$ cat src/rtl/core/gpe_pkg.sv
// ----------------------------------------------------------------------------
// gpe_pkg
// Shared widths, register indexes and the command record that passes from
// the front end through the command queue to the pixel engine.
// ----------------------------------------------------------------------------
`default_nettype none

package gpe_pkg;

  // Character cell geometry.
  localparam int CELL_SIZE = 8;
  localparam int CELL_W    = $clog2(CELL_SIZE);

  // Field widths.
  localparam int GLYPH_W = CELL_SIZE * CELL_SIZE;
  localparam int COORD_W = 12;
  localparam int DIM_W   = 13;
  localparam int ADDR_W  = 24;
  localparam int COLOR_W = 32;

  // Stream widths.
  localparam int S_TDATA_W = GLYPH_W + 2 * COORD_W + 2 * COLOR_W;
  localparam int M_TDATA_W = 64;

  // Configuration port.
  localparam int                 CFG_IDX_W        = 2;
  localparam logic [CFG_IDX_W-1:0] REG_FRAME_WIDTH  = 2'd0;
  localparam logic [CFG_IDX_W-1:0] REG_FRAME_HEIGHT = 2'd1;
  localparam logic [DIM_W-1:0]   FRAME_WIDTH_RST  = 13'd1024;
  localparam logic [DIM_W-1:0]   FRAME_HEIGHT_RST = 13'd768;

  // Dirty list.
  localparam int DIRTY_DEPTH  = 16;
  localparam int DIRTY_FILL_W = $clog2(DIRTY_DEPTH + 1);
  localparam int DIRTY_IDX_W  = (DIRTY_DEPTH > 1) ? $clog2(DIRTY_DEPTH) : 1;

  // Command queue between front end and pixel engine.
  localparam int QUEUE_DEPTH = 2;
  localparam int QUEUE_PTR_W = (QUEUE_DEPTH > 1) ? $clog2(QUEUE_DEPTH) : 1;
  localparam int QUEUE_CNT_W = $clog2(QUEUE_DEPTH + 1);

  // One accepted draw command with its precomputed first row base address.
  typedef struct packed {
    logic [GLYPH_W-1:0] glyph_rows;
    logic [COORD_W-1:0] pos_x;
    logic [COORD_W-1:0] pos_y;
    logic [COLOR_W-1:0] fg_color;
    logic [COLOR_W-1:0] bg_color;
    logic [ADDR_W-1:0]  row_base;
  } cmd_t;

endpackage

`default_nettype wire

$ cat src/rtl/core/gpe_front.sv
// ----------------------------------------------------------------------------
// gpe_front
// Accepts draw command requests, unpacks them and works out the linear
// address of the first cell row, then offers the command to the queue.
// ----------------------------------------------------------------------------
`default_nettype none

module gpe_front (
  input  wire logic                            clk,
  input  wire logic                            rst,
  input  wire logic [gpe_pkg::DIM_W-1:0]       frame_width,
  input  wire logic                            s_tvalid,
  output logic                                 s_tready,
  input  wire logic [gpe_pkg::S_TDATA_W-1:0]   s_tdata,
  output logic                                 push_valid,
  input  wire logic                            push_ready,
  output gpe_pkg::cmd_t                        push_cmd
);

  localparam int PROD_W = gpe_pkg::DIM_W + gpe_pkg::COORD_W;

  logic                             stage_valid;
  gpe_pkg::cmd_t                    stage_cmd;
  gpe_pkg::cmd_t                    in_cmd;
  logic [PROD_W-1:0]                row_prod;
  logic                             load;

  // Unpack the request and multiply the top row by the frame stride.
  always_comb begin
    in_cmd.glyph_rows = s_tdata[gpe_pkg::GLYPH_W-1:0];
    in_cmd.pos_x      = s_tdata[75:64];
    in_cmd.pos_y      = s_tdata[87:76];
    in_cmd.fg_color   = s_tdata[119:88];
    in_cmd.bg_color   = s_tdata[151:120];
    row_prod          = PROD_W'(in_cmd.pos_y) * PROD_W'(frame_width);
    in_cmd.row_base   = row_prod[gpe_pkg::ADDR_W-1:0];
  end

  // The staging register frees up as soon as the queue takes its command.
  assign s_tready   = !stage_valid || push_ready;
  assign load       = s_tvalid && s_tready;
  assign push_valid = stage_valid;
  assign push_cmd   = stage_cmd;

  always_ff @(posedge clk) begin
    if (rst) begin
      stage_valid <= 1'b0;
    end else if (load) begin
      stage_valid <= 1'b1;
    end else if (push_ready) begin
      stage_valid <= 1'b0;
    end
    if (load) begin
      stage_cmd <= in_cmd;
    end
  end

endmodule

`default_nettype wire

$ cat src/rtl/core/gpe_queue.sv
// ----------------------------------------------------------------------------
// gpe_queue
// Short first-in first-out command queue so that the front end and the
// pixel engine can stall independently.
// ----------------------------------------------------------------------------
`default_nettype none

module gpe_queue (
  input  wire logic          clk,
  input  wire logic          rst,
  input  wire logic          push_valid,
  output logic               push_ready,
  input  wire gpe_pkg::cmd_t push_cmd,
  output logic               pop_valid,
  input  wire logic          pop_ready,
  output gpe_pkg::cmd_t      pop_cmd
);

  localparam logic [gpe_pkg::QUEUE_PTR_W-1:0] PTR_LAST =
    gpe_pkg::QUEUE_PTR_W'(gpe_pkg::QUEUE_DEPTH - 1);
  localparam logic [gpe_pkg::QUEUE_CNT_W-1:0] CNT_FULL =
    gpe_pkg::QUEUE_CNT_W'(gpe_pkg::QUEUE_DEPTH);

  gpe_pkg::cmd_t                       entries [gpe_pkg::QUEUE_DEPTH];
  logic [gpe_pkg::QUEUE_PTR_W-1:0]     wr_ptr;
  logic [gpe_pkg::QUEUE_PTR_W-1:0]     rd_ptr;
  logic [gpe_pkg::QUEUE_CNT_W-1:0]     count;
  logic                                do_push;
  logic                                do_pop;

  assign push_ready = (count != CNT_FULL);
  assign pop_valid  = (count != '0);
  assign pop_cmd    = entries[rd_ptr];
  assign do_push    = push_valid && push_ready;
  assign do_pop     = pop_valid && pop_ready;

  // Pointers and occupancy.
  always_ff @(posedge clk) begin
    if (rst) begin
      wr_ptr <= '0;
      rd_ptr <= '0;
      count  <= '0;
    end else begin
      if (do_push) begin
        wr_ptr <= (wr_ptr == PTR_LAST) ? '0 : wr_ptr + 1'b1;
      end
      if (do_pop) begin
        rd_ptr <= (rd_ptr == PTR_LAST) ? '0 : rd_ptr + 1'b1;
      end
      if (do_push && !do_pop) begin
        count <= count + 1'b1;
      end else if (do_pop && !do_push) begin
        count <= count - 1'b1;
      end
    end
  end

  // Entry storage.
  always_ff @(posedge clk) begin
    if (do_push) begin
      entries[wr_ptr] <= push_cmd;
    end
  end

endmodule

`default_nettype wire

$ cat src/rtl/core/gpe_back.sv
// ----------------------------------------------------------------------------
// gpe_back
// Pixel engine: walks one command's 64 glyph bits in row-major order, one
// pixel per cycle unless the output stalls, checks each pixel against the
// frame, stops at the first miss and keeps the dirty list of completed cells.
// ----------------------------------------------------------------------------
`default_nettype none

module gpe_back (
  input  wire logic                          clk,
  input  wire logic                          rst,
  input  wire logic [gpe_pkg::DIM_W-1:0]     frame_width,
  input  wire logic [gpe_pkg::DIM_W-1:0]     frame_height,
  input  wire logic                          pop_valid,
  output logic                               pop_ready,
  input  wire gpe_pkg::cmd_t                 pop_cmd,
  output logic                               m_tvalid,
  input  wire logic                          m_tready,
  output logic                               m_tlast,
  output logic                               write_valid,
  output logic [gpe_pkg::ADDR_W-1:0]         write_address,
  output logic [gpe_pkg::COLOR_W-1:0]        write_color,
  output logic                               status,
  output logic                               dirty_stored
);

  localparam logic [gpe_pkg::DIRTY_FILL_W-1:0] FILL_MAX =
    gpe_pkg::DIRTY_FILL_W'(gpe_pkg::DIRTY_DEPTH);

  logic                                active;
  gpe_pkg::cmd_t                       cmd;
  logic [gpe_pkg::CELL_W-1:0]          row;
  logic [gpe_pkg::CELL_W-1:0]          col;
  logic [gpe_pkg::ADDR_W-1:0]          row_base;
  logic [gpe_pkg::DIRTY_FILL_W-1:0]    dirty_fill;
  logic [gpe_pkg::ADDR_W-1:0]          dirty_positions [gpe_pkg::DIRTY_DEPTH];

  logic [gpe_pkg::DIM_W-1:0]           pix_x;
  logic [gpe_pkg::DIM_W-1:0]           pix_y;
  logic                                out_of_frame;
  logic                                final_px;
  logic                                advance;
  logic                                finish;
  logic                                store;
  logic [gpe_pkg::ADDR_W-1:0]          pix_addr;
  logic                                glyph_bit;

  // Current pixel coordinates, bounds check and address.
  always_comb begin
    pix_x        = gpe_pkg::DIM_W'(cmd.pos_x) + gpe_pkg::DIM_W'(col);
    pix_y        = gpe_pkg::DIM_W'(cmd.pos_y) + gpe_pkg::DIM_W'(row);
    out_of_frame = (pix_x >= frame_width) || (pix_y >= frame_height);
    final_px     = (&row) && (&col);
    pix_addr     = row_base + gpe_pkg::ADDR_W'(pix_x);
    glyph_bit    = cmd.glyph_rows[{row, col}];
  end

  // One pixel leaves whenever the output register is free or being drained.
  assign advance   = active && (!m_tvalid || m_tready);
  assign finish    = advance && (out_of_frame || final_px);
  assign store     = final_px && !out_of_frame && (dirty_fill < FILL_MAX);
  assign pop_ready = !active || finish;

  // Command sequencing.
  always_ff @(posedge clk) begin
    if (rst) begin
      active <= 1'b0;
    end else if (pop_valid && pop_ready) begin
      active <= 1'b1;
    end else if (finish) begin
      active <= 1'b0;
    end
    if (pop_valid && pop_ready) begin
      cmd      <= pop_cmd;
      row      <= '0;
      col      <= '0;
      row_base <= pop_cmd.row_base;
    end else if (advance && !finish) begin
      col <= col + 1'b1;
      if (&col) begin
        row      <= row + 1'b1;
        row_base <= row_base + gpe_pkg::ADDR_W'(frame_width);
      end
    end
  end

  // Output register.
  always_ff @(posedge clk) begin
    if (rst) begin
      m_tvalid <= 1'b0;
    end else if (advance) begin
      m_tvalid <= 1'b1;
    end else if (m_tready) begin
      m_tvalid <= 1'b0;
    end
    if (advance) begin
      write_valid   <= !out_of_frame;
      write_address <= out_of_frame ? '0 : pix_addr;
      write_color   <= out_of_frame ? '0 :
                       (glyph_bit ? cmd.fg_color : cmd.bg_color);
      m_tlast       <= out_of_frame || final_px;
      status        <= out_of_frame;
      dirty_stored  <= store;
    end
  end

  // Dirty list: fill count and entries.
  always_ff @(posedge clk) begin
    if (rst) begin
      dirty_fill <= '0;
    end else if (advance && store) begin
      dirty_fill <= dirty_fill + 1'b1;
    end
  end

  always_ff @(posedge clk) begin
    if (advance && store) begin
      dirty_positions[dirty_fill[gpe_pkg::DIRTY_IDX_W-1:0]] <= {cmd.pos_y, cmd.pos_x};
    end
  end

  // A result that is not the last of its command carries no status flags.
  a_mid_flags_clear: assert property (@(posedge clk) disable iff (rst)
    m_tvalid && !m_tlast |-> !status && !dirty_stored)
    else $error("status or dirty flag set on a non-final result");

  // An aborted command never writes a pixel in its error result.
  a_abort_no_write: assert property (@(posedge clk) disable iff (rst)
    m_tvalid && status |-> !write_valid && m_tlast)
    else $error("error result marked as a pixel write");

  // The dirty list never grows past its depth.
  a_fill_bound: assert property (@(posedge clk) disable iff (rst)
    dirty_fill <= FILL_MAX)
    else $error("dirty list fill count exceeds depth");

  // A stored completed cell moves the fill count and is reported on its result.
  a_fill_tracks_flag: assert property (@(posedge clk) disable iff (rst)
    advance && store |=> m_tvalid && dirty_stored && dirty_fill == $past(dirty_fill) + 1'b1)
    else $error("dirty list update not reflected on the result");

endmodule

`default_nettype wire

$ cat src/rtl/core/glyph_pixel_expander_top.sv
// ----------------------------------------------------------------------------
// glyph_pixel_expander_top
// 8x8 character cell blitter: turns glyph draw commands into pixel writes.
// ----------------------------------------------------------------------------
// Each draw command gives up to 64 pixel write results, one per clock cycle
// while the output is not stalled. The next command is taken in by the
// front end and queued while the current one is drawn, so consecutive
// characters follow without a gap.
// Results come in row-major order; the first pixel outside the frame ends the
// command with an error result. Frame size registers must only be written
// while no command is in flight.
`default_nettype none

module glyph_pixel_expander_top (
  input  wire logic                            clk,
  input  wire logic                            rst,
  // Configuration write port.
  input  wire logic                            cfg_we,
  input  wire logic [gpe_pkg::CFG_IDX_W-1:0]   cfg_index,
  input  wire logic [gpe_pkg::DIM_W-1:0]       cfg_data,
  // Command stream.
  input  wire logic                            s_tvalid,
  output logic                                 s_tready,
  // glyph_rows[63:0], pos_x[75:64], pos_y[87:76], fg_color[119:88],
  // bg_color[151:120]
  input  wire logic [gpe_pkg::S_TDATA_W-1:0]   s_tdata,
  // Result stream.
  output logic                                 m_tvalid,
  input  wire logic                            m_tready,
  // write_address[23:0], write_color[55:24], status[56], dirty_stored[57],
  // zero fill above
  output logic [gpe_pkg::M_TDATA_W-1:0]        m_tdata,
  // write_valid[0]
  output logic                                 m_tuser,
  output logic                                 m_tlast
);

  logic [gpe_pkg::DIM_W-1:0]    frame_width;
  logic [gpe_pkg::DIM_W-1:0]    frame_height;
  logic                         push_valid;
  logic                         push_ready;
  gpe_pkg::cmd_t                push_cmd;
  logic                         pop_valid;
  logic                         pop_ready;
  gpe_pkg::cmd_t                pop_cmd;
  logic [gpe_pkg::ADDR_W-1:0]   write_address;
  logic [gpe_pkg::COLOR_W-1:0]  write_color;
  logic                         status;
  logic                         dirty_stored;

  // Frame size registers.
  always_ff @(posedge clk) begin
    if (rst) begin
      frame_width  <= gpe_pkg::FRAME_WIDTH_RST;
      frame_height <= gpe_pkg::FRAME_HEIGHT_RST;
    end else if (cfg_we) begin
      unique case (cfg_index)
        gpe_pkg::REG_FRAME_WIDTH:  frame_width  <= cfg_data;
        gpe_pkg::REG_FRAME_HEIGHT: frame_height <= cfg_data;
        default: ;
      endcase
    end
  end

  gpe_front u_front (
    .clk         (clk),
    .rst         (rst),
    .frame_width (frame_width),
    .s_tvalid    (s_tvalid),
    .s_tready    (s_tready),
    .s_tdata     (s_tdata),
    .push_valid  (push_valid),
    .push_ready  (push_ready),
    .push_cmd    (push_cmd)
  );

  gpe_queue u_queue (
    .clk        (clk),
    .rst        (rst),
    .push_valid (push_valid),
    .push_ready (push_ready),
    .push_cmd   (push_cmd),
    .pop_valid  (pop_valid),
    .pop_ready  (pop_ready),
    .pop_cmd    (pop_cmd)
  );

  gpe_back u_back (
    .clk           (clk),
    .rst           (rst),
    .frame_width   (frame_width),
    .frame_height  (frame_height),
    .pop_valid     (pop_valid),
    .pop_ready     (pop_ready),
    .pop_cmd       (pop_cmd),
    .m_tvalid      (m_tvalid),
    .m_tready      (m_tready),
    .m_tlast       (m_tlast),
    .write_valid   (m_tuser),
    .write_address (write_address),
    .write_color   (write_color),
    .status        (status),
    .dirty_stored  (dirty_stored)
  );

  // Pack the result fields, lowest first.
  assign m_tdata = {6'b0, dirty_stored, status, write_color, write_address};

endmodule

`default_nettype wire
$ cat config.mk
export PLATFORM = sky130hd
export DESIGN_NAME = glyph_pixel_expander_top
export DESIGN_NICKNAME = d
export VERILOG_FILES = /design/src/rtl/core/gpe_pkg.sv /design/src/rtl/core/gpe_front.sv /design/src/rtl/core/gpe_queue.sv /design/src/rtl/core/gpe_back.sv /design/src/rtl/core/glyph_pixel_expander_top.sv
export SDC_FILE = /design/constraint.sdc
export NUM_CORES = 1
export LEC_CHECK = 0
export BUFFER_PORTS_ARGS = -buffer_cell sky130_fd_sc_hd__buf_4
export CORE_ASPECT_RATIO = 0.7
export CORE_MARGIN = 2
export CORE_UTILIZATION = 55
export DETAILED_ROUTE_END_ITERATION = 7
export GPL_ROUTABILITY_DRIVEN = 0
export PLACE_DENSITY = 0.73
export SLEW_MARGIN = 40
export SYNTH_ARGS = -nofsm -noshare
export SYNTH_HDL_FRONTEND = slang
export SYNTH_SLANG_ARGS = --single-unit
$ cat constraint.sdc
create_clock -name clk -period 26.8 [get_ports clk]
set_input_delay 5.36 -clock clk [delete_from_list [all_inputs] [get_ports clk]]
set_output_delay 5.36 -clock clk [all_outputs]
set_load 0.02 [all_outputs]
# Yosys cells after proc, flatten, opt, wreduce, memory -nomap -nowiden
# Memories as Yosys holds them, arrays and structs flattened. A register that Yosys moved wholly into a read port is not among the register bits.
# Cells that the tools add are included.
# totals
reg_bits	456
ram_bits	352
input_bits	172
output_inout_bits	68
wordCells	106
n_memories	1
# classes
n_addsub	11
n_mul	1
order_cmp	4
n_eq_ne	2
muxes	20
n_reduce_logical	38
# memory_table
memory	depth	width	read_ports	rd_clocked_by_memory_dff	write_ports	line	text
u_queue.entries	2	176	1	1	1	gpe_queue.sv:24	gpe_pkg::cmd_t entries [gpe_pkg::QUEUE_DEPTH];
# op_table
operator	count
$mux W24	3
$add A24 B13 Y24	2
$mux W32	1
$add A12 B3 Y13	2
$ge A13 B13 Y1	2
$mul A12 B13 Y24	1
$reduce_bool A2 Y1	7
$mux W1	13
$logic_and A1 B1 Y1	12
$logic_not A1 Y1	7
$lt A6 B7 Y1 const B	1
$add A3 B1 Y3 const B	2
$bmux W1 S6	1
$reduce_and A2 Y1	3
$reduce_and A3 Y1	2
$add A5 B1 Y5 const B	1
$logic_or A1 B1 Y1	5
$lt A5 B5 Y1 const B	1
$mux W2	2
$reduce_and A4 Y1	1
$add A1 B1 Y1 const B	2
$add A2 B1 Y2 const B	1
$eq A2 B1 Y1 const B	1
$logic_not A2 Y1	1
other kinds (2)	2

# Logic depth before layout (Yosys ltp)
# Gate-level depths: netlist of run 1.
# logic_depth
depth_word	10
depth_mapped	21
ltp_nobuf	19

# By module
# A second synthesis of run 1 with hierarchy kept.
# unflattened
cells_unflattened	2318
area_unflattened_um2	36841.6
# by_module_without_submodules
mod	n_inst	cells_each	area_per_inst_um2	seq_area_each_um2
gpe_queue	1	572	13506.7	10670.2
gpe_back	1	840	11822.6	7347.0
gpe_front	1	793	10341.2	5305.1
glyph_pixel_expander_top	1	113	1171.1	520.5

# Worst setup path before layout of run 1
# Ideal clock, no wire load.
# synth_timing
kind	input-to-reg
start	input port s_tdata[79] (netlist bit)
end	register u_front.stage_cmd, in the netlist u_front.push_cmd[21], data pin
setup_time_ns	0.139
t_arrival_ns	10.386
t_required_ns	26.661
path_slack_ns	16.275
stages	16
n_path_buf	1
cell_sequence	clkbuf_1 -> nand2_1 -> fa_1 -> fa_1 -> fa_1 -> inv_1 -> fa_1 -> fa_1 -> ha_1 -> or3_1 -> a2111oi_1 -> o211ai_1 -> a31oi_1 -> o21ai_0 -> or4b_1 -> nand4b_1
# synth_via
elab_chain_len	1
# synth_lines
element	line	text
start, declared	glyph_pixel_expander_top.sv:26	input wire logic [gpe_pkg::S_TDATA_W-1:0] s_tdata,
$mul A12 B13 Y24	gpe_front.sv:35	row_prod = PROD_W'(in_cmd.pos_y) * PROD_W'(frame_width);
named net u_front.row_prod[21]	gpe_front.sv:25	logic [PROD_W-1:0] row_prod;
end signal, assigned	gpe_front.sv:54	stage_cmd <= in_cmd;
end, declared	gpe_front.sv:23	gpe_pkg::cmd_t stage_cmd;
# The timed path passes the listed nets, and every way through them passes these cells.
# A chain may end at the register's enable or synchronous reset.

# Worst setup path in the final report of run 1
# Ends and elaborated chain as after synthesis.

==> out/qor.log, run 1 <==
[grt] antenna violations before repair 1
[yosys] average footprint of a synthesized cell 15.1 µm²
[clocking] H-tree depth 3
[clocking] Post-CTS Setup Inserts 0
[timing] RSZ-0062 raised after global routing no
[finish] leading cell type in the layout, fill and taps excluded edfxtp_1
[drt] number of remaining DRC errors 0
[drt] number of nets with antenna violations after detailed routing 0
[setup_path] required time of the worst setup path 27.26 ns
[timing] final critical-path share of the clock period 38.8%
[timing] number of max-slew violations in the final report 0
[drt] detailed route wirelength on metal3 4090 µm
[setup_path] delay of the slowest cell on the worst path 0.54 ns
[setup_path] total buffers and inverters traversed by the critical path 4
[floorplanning] I/O pins 240
[clocking] CTS Buf Count 76
[finish] final net count 3051
[clocking] Skew-Pair Late Insertion Delay 0.62 ns
[yosys] area share of the leading cell type in the synthesized netlist 63.5%
[power_and_ir_drop] cell area power density 93.0 nW/µm²
[finish] ratio of cells with drive above 1 in the final layout 21.1%
[timing] slew at the pin closest to its max-slew limit 0.842 ns
[power_and_ir_drop] static power due to leakage 15.3 nW
[finish] area of combinational cells with multiple inputs 11100 µm²
[drt] routed vias/inst 5.54
[timing] Max-Slew Margin vs Limit 43.8%
[finish] final non-filler cell total 3578
[yosys] number of warnings reported in the yosys synthesis log 0
[drt] wire length reported by the detailed router 73400 µm
[placement] instance count after placement with tap cells included 3444
[clocking] clock input transition at the sequential cells of the worst setup and hold paths 0.06 ns
[setup_path] Max Fanout on Critical Path 14
[setup_path] crit-path cells buf_4, nand2_1, fa_1, fa_1, inv_1, fa_1, fa_1, inv_1, fa_1, inv_1, ha_1, or3_1, a2111oi_1, o211ai_1, a31oi_1, o21ai_0, or4b_1, nand4b_1
[floorplanning] placeable core area 64900 µm²
[grt] Global Route Usage Sum 22.3%
[finish] leading cell types in the layout, fill and taps excluded edfxtp_1, buf_4, nand2_1
[clocking] post-cts resize count 0
[clocking] CTS hold repair buffers 0
[timing] achievable clock frequency 0.0961 GHz
[finish] area growth from synthesis to layout 14.4%
[timing] setup skew after layout 0.0376 ns
[yosys] fraction of the yosys area taken by sequential cells 66.0%
[run] count of max-cap constraint violations 0
[clocking] CTS Root Cell clkbuf_16
[timing] Final Hold Fails 0
[drt] met1 wire length 31600 µm
[drt] top layer in use met4
[grt] remaining global-route overflow 0
[drt] average wire per standard cell 20.5 µm
[finish] Filler cells 4585
[floorplanning] die outline height 218 µm
[placement] DPL Wire Length 48500 µm
[drt] first drt pass iteration count 7
[clocking] Bufs on Longest Clock Path 3
[floorplanning] die span in x 310 µm
[timing] final critical-path required period 10.40 ns
[floorplanning] initial core utilization 55.6%
[clocking] # clock sinks 809
[grt] via count of the first global-routing pass 20.6k
[floorplanning] Cell Rows 78
[yosys] leading post-synthesis cells by cell area edfxtp_1, fa_1, mux2_2
[yosys] flops & latches, synth 809
[setup_path] Critical Path Sink Type register
[drt] Initial DRC Count 1695
[setup_path] cell with the biggest individual delay on the critical path fa_1
[grt] maximum number of pins on one net before global-route repair 78
[timing] final setup vio count 0
[placement] Port-buffer cells 233
[setup_path] category of the most critical setup path input pin to register
[yosys] top cell type by total area after synthesis edfxtp_1
[yosys] area of the mapped netlist 36100 µm²
[setup_path] kind of start point of the critical path input pin
[timing] Setup TNS 0 ns
[yosys] Distinct cells, synth 70
[yosys] synthesized instance count 2393
[floorplanning] overall die area 67700 µm²
[status] run status completed
[finish] total area of sequential cells 23900 µm²
[clocking] CTS tree done
[yosys] share of synthesized registers carrying an async set or reset 0%
[power_and_ir_drop] worst ir drop on vdd 0.0604 mV
[min_path] worst min-delay path class register to register
[drt] routed wl met2 36000 µm
[yosys] Synth Flop Type edfxtp_1
[setup_path] arrival time of the worst setup path 10.86 ns
[yosys] number of synthesized flops with an enable pin 764
[drt] routed vias 19.8k
[grt] global-route wire length before repair 115000 µm
[setup_path] largest delay contributor family on the critical path adder cells
[setup_path] most frequent CP cell fa_1
stage by stage:
step | hold WS (ns) | total power, mW | setup slack, ns | util [%] | cell area (µm²)
2_1_floorplan | 0.421 | 2.53 | 16.28 | - | 36100
3_3_place_gp | 0.423 | 2.77 | 15.99 | 59.7 | 38700
3_5_place_dp | 0.429 | 2.83 | 15.84 | 59.9 | 38900
4_1_cts | 0.429 | 3.87 | 16.44 | 63.6 | 41300
5_1_grt | 0.444 | 4.04 | 16.06 | 63.6 | 41300
6_report | 0.430 | 3.84 | 16.40 | 63.7 | 41300
cells in the mapped netlist, types with 24 or more instances:
| cell type | number |
|---|---|
| nor2_1 | 80 |
| ha_1 | 124 |
| mux2_2 | 158 |
| dfxtp_1 | 45 |
| a21oi_1 | 76 |
| a21o_1 | 24 |
| inv_1 | 196 |
| o21ai_0 | 36 |
| nand2_1 | 230 |
| xor2_1 | 31 |
| mux2i_1 | 52 |
| nand3_1 | 54 |
| o21ai_1 | 33 |
| edfxtp_1 | 764 |
| fa_1 | 113 |
| xnor2_1 | 41 |
| clkbuf_1 | 69 |
| and2_1 | 52 |
logic make-up after synthesis:
kind of cell / count (synthesis) / synth area share (%)
buffers and inverters: 292 / 3.30
xor gates and xnor gates: 72 / 1.75
muxes: 231 / 7.68
DFF: 809 / 66.0
and+or+nand+nor: 521 / 6.78
adders and majority gates: 237 / 10.6
AOI/OAI and AO/OA: 230 / 3.88
other: 1 / 0.0104
path summary, 6_finish.rpt:
kind                                    from                                end  slack (ns)  depth (start not counted)
max reg2reg      frame_width[5]$_SDFFE_PP0P_     u_front.push_cmd[21]$_DFFE_PP_       20.35                         17
max                              s_tdata[79]     u_front.push_cmd[21]$_DFFE_PP_       16.40                         18
min reg2reg  u_front.push_cmd[134]$_DFFE_PP_  u_queue.entries[0][134]$_DFFE_PP_        0.43                          0
min          u_front.push_cmd[134]$_DFFE_PP_  u_queue.entries[0][134]$_DFFE_PP_        0.43                          0
flip-flops by register name, summed over array words and instances (netlist names), 2 cells and up, named ones only:
signal,cells
u_back.write_address,24
frame_width,13
u_back.cmd,152
u_back.row_base,24
u_queue.entries,352
u_back.col,3
u_queue.count,2
u_front.push_cmd,176
frame_height,13
u_back.write_color,32
u_back.dirty_fill,5
u_back.row,3
area by class of cell:
type	count	share of cell area (%)
sequential	809	57.7
multi-input combinational	1297	26.9
clock buffer	98	5.05
timing repair buffer	261	5.03
tap	880	2.67
inverter	197	1.79
clock inverter	34	0.809
antenna	2	0.0121
layer usage:
metal,global-route usage (%),vias up
met5,0,-
met3,3.91,104
met4,6.14,0
met2,37.0,584
met1,30.5,9981
li1,-,9140
where the power goes:
part / leakage (nW) / total (mW) / switching (mW) / internal [mW]
registers: 7.56 / 1.81 / 0.101 / 1.71
clock network: 1.19 / 1.05 / 0.461 / 0.585
logic: 6.58 / 0.982 / 0.588 / 0.393
total: 15.3 / 3.84 / 1.15 / 2.69
Note: power is estimated with default switching activity, not from simulation.
==> inputs of run 2 (changes only) <==
==> constraint.sdc (replaced) <==
create_clock -name clk -period 9.7 [get_ports clk]
set_input_delay 1.94 -clock clk [delete_from_list [all_inputs] [get_ports clk]]
set_output_delay 1.94 -clock clk [all_outputs]
set_load 0.02 [all_outputs]
==> out/qor.log, run 2 (synthesis gave the netlist of run 1 again) <==
[status] run status completed [unchanged]
[finish] final non-filler cell total 3585 [was 3578]
[timing] Final Hold Fails 0 [unchanged]
[setup_path] Reg2Reg Setup Slack 3.15 ns [was 20.35 ns]
[timing] RSZ-0062 raised after global routing no [unchanged]
[floorplanning] placeable core area 64900 µm² [unchanged]
[power_and_ir_drop] total power draw 10.6 mW [was 3.84 mW]
[drt] Initial DRC Count 1535 [was 1695]
[floorplanning] die span in x 310 µm [unchanged]
[clocking] Bufs on Longest Clock Path 3 [unchanged]
[clocking] CTS tree done [unchanged]
[finish] final net count 3052 [was 3051]
[clocking] Skew-Pair Late Insertion Delay 0.62 ns [about the same]
[min_path] capture endpoint of the worst hold path u_queue.entries[0][78]$_DFFE_PP_ [was u_queue.entries[0][134]$_DFFE_PP_]
[finish] leading cell types in the layout, fill and taps excluded edfxtp_1, buf_4, nand2_1 [unchanged]
[min_path] worst min-delay path class register to register [unchanged]
[drt] routed vias 19.9k [was 19.8k]
[placement] Port-buffer cells 233 [unchanged]
[min_path] startpoint of the lowest-slack hold path u_front.push_cmd[78]$_DFFE_PP_ [was u_front.push_cmd[134]$_DFFE_PP_]
[clocking] clock input transition at the sequential cells of the worst setup and hold paths 0.06 ns [about the same]
[finish] Largest register FFs 352 [unchanged]
[grt] global-route wire length before repair 115000 µm [about the same]
[setup_path] Max Fanout on Critical Path 14 [unchanged]
[setup_path] Critical Path Sink Type register [unchanged]
[placement] instance count after placement with tap cells included 3445 [was 3444]
[timing] PnR worst setup slack 2.60 ns [was 16.40 ns]
[run] count of max-cap constraint violations 0 [unchanged]
[power_and_ir_drop] cell area power density 257 nW/µm² [was 93.0 nW/µm²]
[clocking] CTS Buf Count 76 [unchanged]
[power_and_ir_drop] static power due to leakage 15.3 nW [about the same]
[timing] Setup TNS 0 ns [unchanged]
[clocking] CTS hold repair buffers 0 [unchanged]
[timing] number of max-slew violations in the final report 0 [unchanged]
[clocking] post-cts resize count 0 [unchanged]
[power_and_ir_drop] worst ir drop on vdd 0.236 mV [was 0.0604 mV]
[drt] number of remaining DRC errors 0 [unchanged]
[placement] DPL Wire Length 48700 µm [was 48500 µm]
[grt] Global Route Usage Sum 22.1% [was 22.3%]
[floorplanning] I/O pins 240 [unchanged]
[grt] via count of the first global-routing pass 20.7k [was 20.6k]
[timing] final critical-path required period 7.10 ns
[drt] first drt pass iteration count 5 [was 7]
[grt] remaining global-route overflow 0 [unchanged]
[setup_path] required time of the worst setup path 10.16 ns [was 27.26 ns]
[drt] average wire per standard cell 20.4 µm [was 20.5 µm]
[clocking] CTS Root Cell clkbuf_16 [unchanged]
[finish] area growth from synthesis to layout 14.5% [was 14.4%]
[setup_path] category of the most critical setup path input pin to register [unchanged]
[drt] number of nets with antenna violations after detailed routing 0 [unchanged]
[finish] leading cell type in the layout, fill and taps excluded edfxtp_1 [unchanged]
[setup_path] terminus of the critical flop-to-flop path u_front.push_cmd[21]$_DFFE_PP_ [unchanged]
[timing] final critical-path share of the clock period 73.2%
[clocking] H-tree depth 3 [unchanged]
[finish] ratio of cells with drive above 1 in the final layout 20.9% [was 21.1%]
[setup_path] arrival time of the worst setup path 7.56 ns [was 10.86 ns]
[setup_path] startpoint of the worst-slack reg-to-reg timing path frame_width[5]$_SDFFE_PP0P_ [unchanged]
[drt] wire length reported by the detailed router 73100 µm [was 73400 µm]
[clocking] # clock sinks 809 [unchanged]
[floorplanning] overall die area 67700 µm² [unchanged]
[timing] achievable clock frequency 0.141 GHz
[timing] final setup vio count 0 [unchanged]
[grt] maximum number of pins on one net before global-route repair 68 [was 78]
[floorplanning] initial core utilization 55.6% [unchanged]
[timing] slew at the pin closest to its max-slew limit 0.905 ns [was 0.842 ns]
[finish] Filler cells 4698 [was 4585]
[floorplanning] die outline height 218 µm [unchanged]
[placement] worst slack at placement 2.10 ns [was 15.84 ns]
[min_path] WHS Path Cells 0 [unchanged]
[setup_path] kind of start point of the critical path input pin [unchanged]
[grt] antenna violations before repair 2 [was 1]
[timing] minimum hold slack 0.435 ns [was 0.430 ns]
[timing] setup skew after layout 0.0372 ns [was 0.0376 ns]
[clocking] Post-CTS Setup Inserts 0 [unchanged]
[floorplanning] Cell Rows 78 [unchanged]
[drt] routed vias/inst 5.55 [was 5.54]
[setup_path] logic depth of the worst register-to-register path 17 [unchanged]
[finish] largest register by flop count u_queue.entries [unchanged]
[timing] Max-Slew Margin vs Limit 39.6% [was 43.8%]
==> run 2: how the worst max path moves through the flow <==
stage,startpoint,end,slack [ns]
after floorplan,u_queue.count[0]$_SDFFE_PP0P_,u_queue.entries[0][0]$_DFFE_PP_,1.08
after CTS,s_tdata[79],u_front.push_cmd[21]$_DFFE_PP_,2.70
after global placement,s_tdata[79],u_front.push_cmd[21]$_DFFE_PP_,2.30
after global routing,s_tdata[79],u_front.push_cmd[21]$_DFFE_PP_,2.39
final,s_tdata[79],u_front.push_cmd[21]$_DFFE_PP_,2.60
after detailed placement,s_tdata[79],u_front.push_cmd[21]$_DFFE_PP_,2.10
==> run 2: cell type report <==
| type | instances | area [µm²] | share of cell area (%) |
|---|---|---|---|
| antenna | 2 | 5.00 | 0.0121 |
| multi-input combinational | 1297 | 11100 | 26.9 |
| tap | 880 | 1100 | 2.66 |
| clock buffer | 100 | 2060 | 4.99 |
| timing repair buffer | 262 | 2090 | 5.05 |
| clock inverter | 38 | 389 | 0.941 |
| sequential | 809 | 23800 | 57.7 |
| inverter | 197 | 739 | 1.79 |
==> run 2: per-stage QoR <==
step | utilization (%) | cell area [µm²]
after floorplan | - | 36100
after CTS | 63.7 | 41300
after global routing | 63.7 | 41400
after global placement | 59.7 | 38700
after detailed placement | 59.9 | 38900
final | 63.7 | 41400
==> run 2: where the power goes <==
part           total, mW  switching, mW  internal [mW]
Clock               2.90           1.25           1.65
Sequential          5.01          0.275           4.74
Combinational       2.72           1.63           1.08
Total               10.6           3.16           7.47
==> run 2: worst max-delay path, stage by stage <==
cell       delay, ns
buf_4           0.18
nand2_1         0.10
fa_1            0.54
fa_1            0.40
inv_1           0.08
fa_1            0.44
fa_1            0.54
inv_1           0.05
fa_1            0.48
inv_1           0.04
ha_1            0.20
or3_1           0.38
a2111oi_1       0.59
o211ai_1        0.22
a31oi_1         0.35
o21ai_0         0.36
or4b_1          0.56
nand4b_1        0.09
==> run 2: per-layer routing <==
| layer | part of all wire [%] | vias to the layer above | global-route usage (%) |
|---|---|---|---|
| met4 | 2.2 | 0 | 6.43 |
| met3 | 5.3 | 122 | 3.67 |
| met2 | 50 | 558 | 37.4 |
| met5 | 0 | - | 0 |
| met1 | 43 | 10100 | 29.6 |
| li1 | - | 9148 | - |
==> inputs of run 3 (changes only) <==
--- a/config.mk
+++ b/config.mk
@@ -11,7 +11,7 @@
 export CORE_UTILIZATION = 55
 export DETAILED_ROUTE_END_ITERATION = 7
 export GPL_ROUTABILITY_DRIVEN = 0
-export PLACE_DENSITY = 0.73
+export PLACE_DENSITY = 0.76
 export SLEW_MARGIN = 40
 export SYNTH_ARGS = -nofsm -noshare
 export SYNTH_HDL_FRONTEND = slang
==> constraint.sdc (replaced) <==
create_clock -name clk -period 5.8 [get_ports clk]
set_input_delay 1.16 -clock clk [delete_from_list [all_inputs] [get_ports clk]]
set_output_delay 1.16 -clock clk [all_outputs]
set_load 0.02 [all_outputs]
==> out/qor.log, run 3 (synthesis gave the netlist of run 1 again) <==
[drt] average wire per standard cell 20.4 µm [about the same]
[drt] routed vias/inst 5.57 [was 5.55]
[clocking] post-cts resize count 0 [unchanged]
[grt] maximum number of pins on one net before global-route repair 125 [was 68]
[timing] final critical-path required period 5.47 ns
[floorplanning] placeable core area 64900 µm² [unchanged]
[timing] number of max-slew violations in the final report 0 [unchanged]
[timing] Final Hold Fails 0 [unchanged]
[setup_path] required time of the worst setup path 6.26 ns [was 10.16 ns]
[grt] antenna violations before repair 1 [was 2]
[finish] Filler cells 4511 [was 4698]
[setup_path] logic depth of the worst register-to-register path 17 [unchanged]
[floorplanning] I/O pins 240 [unchanged]
[clocking] clock input transition at the sequential cells of the worst setup and hold paths 0.06 ns [about the same]
[placement] Port-buffer cells 233 [unchanged]
[timing] achievable clock frequency 0.183 GHz
[clocking] H-tree depth 3 [unchanged]
[power_and_ir_drop] cell area power density 428 nW/µm² [was 257 nW/µm²]
[power_and_ir_drop] switching share of total power 29.9% [was 29.7%]
[floorplanning] die outline height 218 µm [unchanged]
[power_and_ir_drop] static power due to leakage 15.5 nW [was 15.3 nW]
[power_and_ir_drop] switching power 5.32 mW [was 3.16 mW]
[drt] number of nets with antenna violations after detailed routing 0 [unchanged]
[setup_path] arrival time of the worst setup path 5.93 ns [was 7.56 ns]
[run] count of max-cap constraint violations 0 [unchanged]
[finish] area growth from synthesis to layout 15.2% [was 14.5%]
[drt] routed vias 20.1k [was 19.9k]
[timing] Max-Slew Margin vs Limit 44.5% [was 39.6%]
[power_and_ir_drop] power share of the clock group 27.6% [was 27.3%]
[setup_path] Max Fanout on Critical Path 11 [was 14]
[clocking] # clock sinks 809 [unchanged]
[drt] wire length reported by the detailed router 73700 µm [was 73100 µm]
[status] run status completed [unchanged]
[min_path] WHS Path Cells 0 [unchanged]
[power_and_ir_drop] total power draw 17.8 mW [was 10.6 mW]
[finish] ratio of cells with drive above 1 in the final layout 22.1% [was 20.9%]
[clocking] Post-CTS Setup Inserts 0 [unchanged]
[timing] final critical-path share of the clock period 94.3%
[power_and_ir_drop] portion of total power attributed to sequential cells 47.3% [was 47.2%]
[power_and_ir_drop] internal power 12.5 mW [was 7.47 mW]
[finish] final net count 3084 [was 3052]
[clocking] Bufs on Longest Clock Path 3 [unchanged]
[clocking] CTS tree done [unchanged]
[finish] leading cell types in the layout, fill and taps excluded edfxtp_1, buf_4, nand2_1 [unchanged]
[power_and_ir_drop] worst ir drop on vdd 0.341 mV [was 0.236 mV]
[grt] remaining global-route overflow 0 [unchanged]
[timing] RSZ-0062 raised after global routing no [unchanged]
[setup_path] category of the most critical setup path input pin to register [unchanged]
[clocking] CTS hold repair buffers 0 [unchanged]
[floorplanning] overall die area 67700 µm² [unchanged]
[grt] Global Route Usage Sum 22.2% [was 22.1%]
[drt] number of remaining DRC errors 0 [unchanged]
[placement] instance count after placement with tap cells included 3477 [was 3445]
[clocking] CTS Buf Count 76 [unchanged]
[finish] Largest register FFs 352 [unchanged]
[finish] largest register by flop count u_queue.entries [unchanged]
[placement] DPL Wire Length 49700 µm [was 48700 µm]
[grt] global-route wire length before repair 115000 µm [about the same]
[min_path] worst min-delay path class register to register [unchanged]
[clocking] Skew-Pair Late Insertion Delay 0.63 ns [was 0.62 ns]
[setup_path] kind of start point of the critical path input pin [unchanged]
[floorplanning] die span in x 310 µm [unchanged]
[drt] first drt pass iteration count 5 [unchanged]
[finish] final non-filler cell total 3619 [was 3585]
[drt] Initial DRC Count 1870 [was 1535]
[power_and_ir_drop] Logic pwr share 25.2% [was 25.6%]
[timing] minimum hold slack 0.429 ns [was 0.435 ns]
[floorplanning] initial core utilization 55.6% [unchanged]
[timing] final setup vio count 0 [unchanged]
[floorplanning] Cell Rows 78 [unchanged]
[setup_path] Critical Path Sink Type register [unchanged]
[clocking] CTS Root Cell clkbuf_16 [unchanged]
[timing] setup skew after layout 0.0382 ns [was 0.0372 ns]
[finish] leading cell type in the layout, fill and taps excluded edfxtp_1 [unchanged]
[timing] slew at the pin closest to its max-slew limit 0.832 ns [was 0.905 ns]
[grt] via count of the first global-routing pass 21.0k [was 20.7k]
[finish] Layout Utilization 64.1% [was 63.7%]
## run 3: worst max-delay path, cell delays in order
cell and delay, ns:
buf_4 0.16, nand2_1 0.10, fa_1 0.52, fa_1 0.40
inv_1 0.08, fa_1 0.45, fa_1 0.55, inv_1 0.05
fa_1 0.47, inv_1 0.04, ha_1 0.18, or3_4 0.39
a2111oi_4 0.24, o211ai_1 0.15, a31oi_2 0.29, o21ai_2 0.10
or4b_1 0.47, nand4b_1 0.10
## run 3: worst paths after layout
path | from | end | slack (ns)
setup / recovery | s_tdata[80] | u_front.push_cmd[21]$_DFFE_PP_ | 0.33
hold reg to reg | u_front.push_cmd[7]$_DFFE_PP_ | u_queue.entries[1][7]$_DFFE_PP_ | 0.43
hold / removal | u_front.push_cmd[7]$_DFFE_PP_ | u_queue.entries[1][7]$_DFFE_PP_ | 0.43
setup reg to reg | frame_width[4]$_SDFFE_PP0P_ | u_front.push_cmd[21]$_DFFE_PP_ | 0.37
## run 3: final cells by class
cell class	instances	area, µm²	share of cell area, %
multi-input combinational	1297	11200	26.8
sequential	809	23800	57.3
inverter	197	739	1.78
clock inverter	51	534	1.28
tap	880	1100	2.65
clock buffer	90	1960	4.72
timing repair buffer	294	2260	5.42
antenna	1	2.50	0.00601
## run 3: power by group through the flow
stage	combinational [mW]	sequential, mW	clock, mW
floorplan	3.12	8.52	0
global placement	4.35	8.47	0
detailed placement	4.48	8.53	0
CTS	4.51	8.42	4.99
global route	4.95	8.52	5.23
finish	4.48	8.41	4.90
## run 3: stage by stage
step / setup slack (ns) / instance area (µm²) / setup TNS [ns]
floorplan: 0.00735 / 36200 / 0
global placement: -0.189 / 39100 / -0.529
finish: 0.330 / 41600 / 0
detailed placement: -0.235 / 39100 / -0.857
CTS: 0.382 / 41600 / 0
global route: 0.144 / 41600 / 0
## run 3: per-layer routing
layer / wire (µm) / up-vias / GRT usage, % / share of wire [%]
met3: 4350 / 137 / 3.61 / 5.9
met1: 31500 / 10100 / 30.4 / 43
met4: 2080 / 0 / 7.10 / 2.8
li1: - / 9226 / - / -
met2: 35700 / 657 / 36.9 / 48
met5: 0 / - / 0 / 0
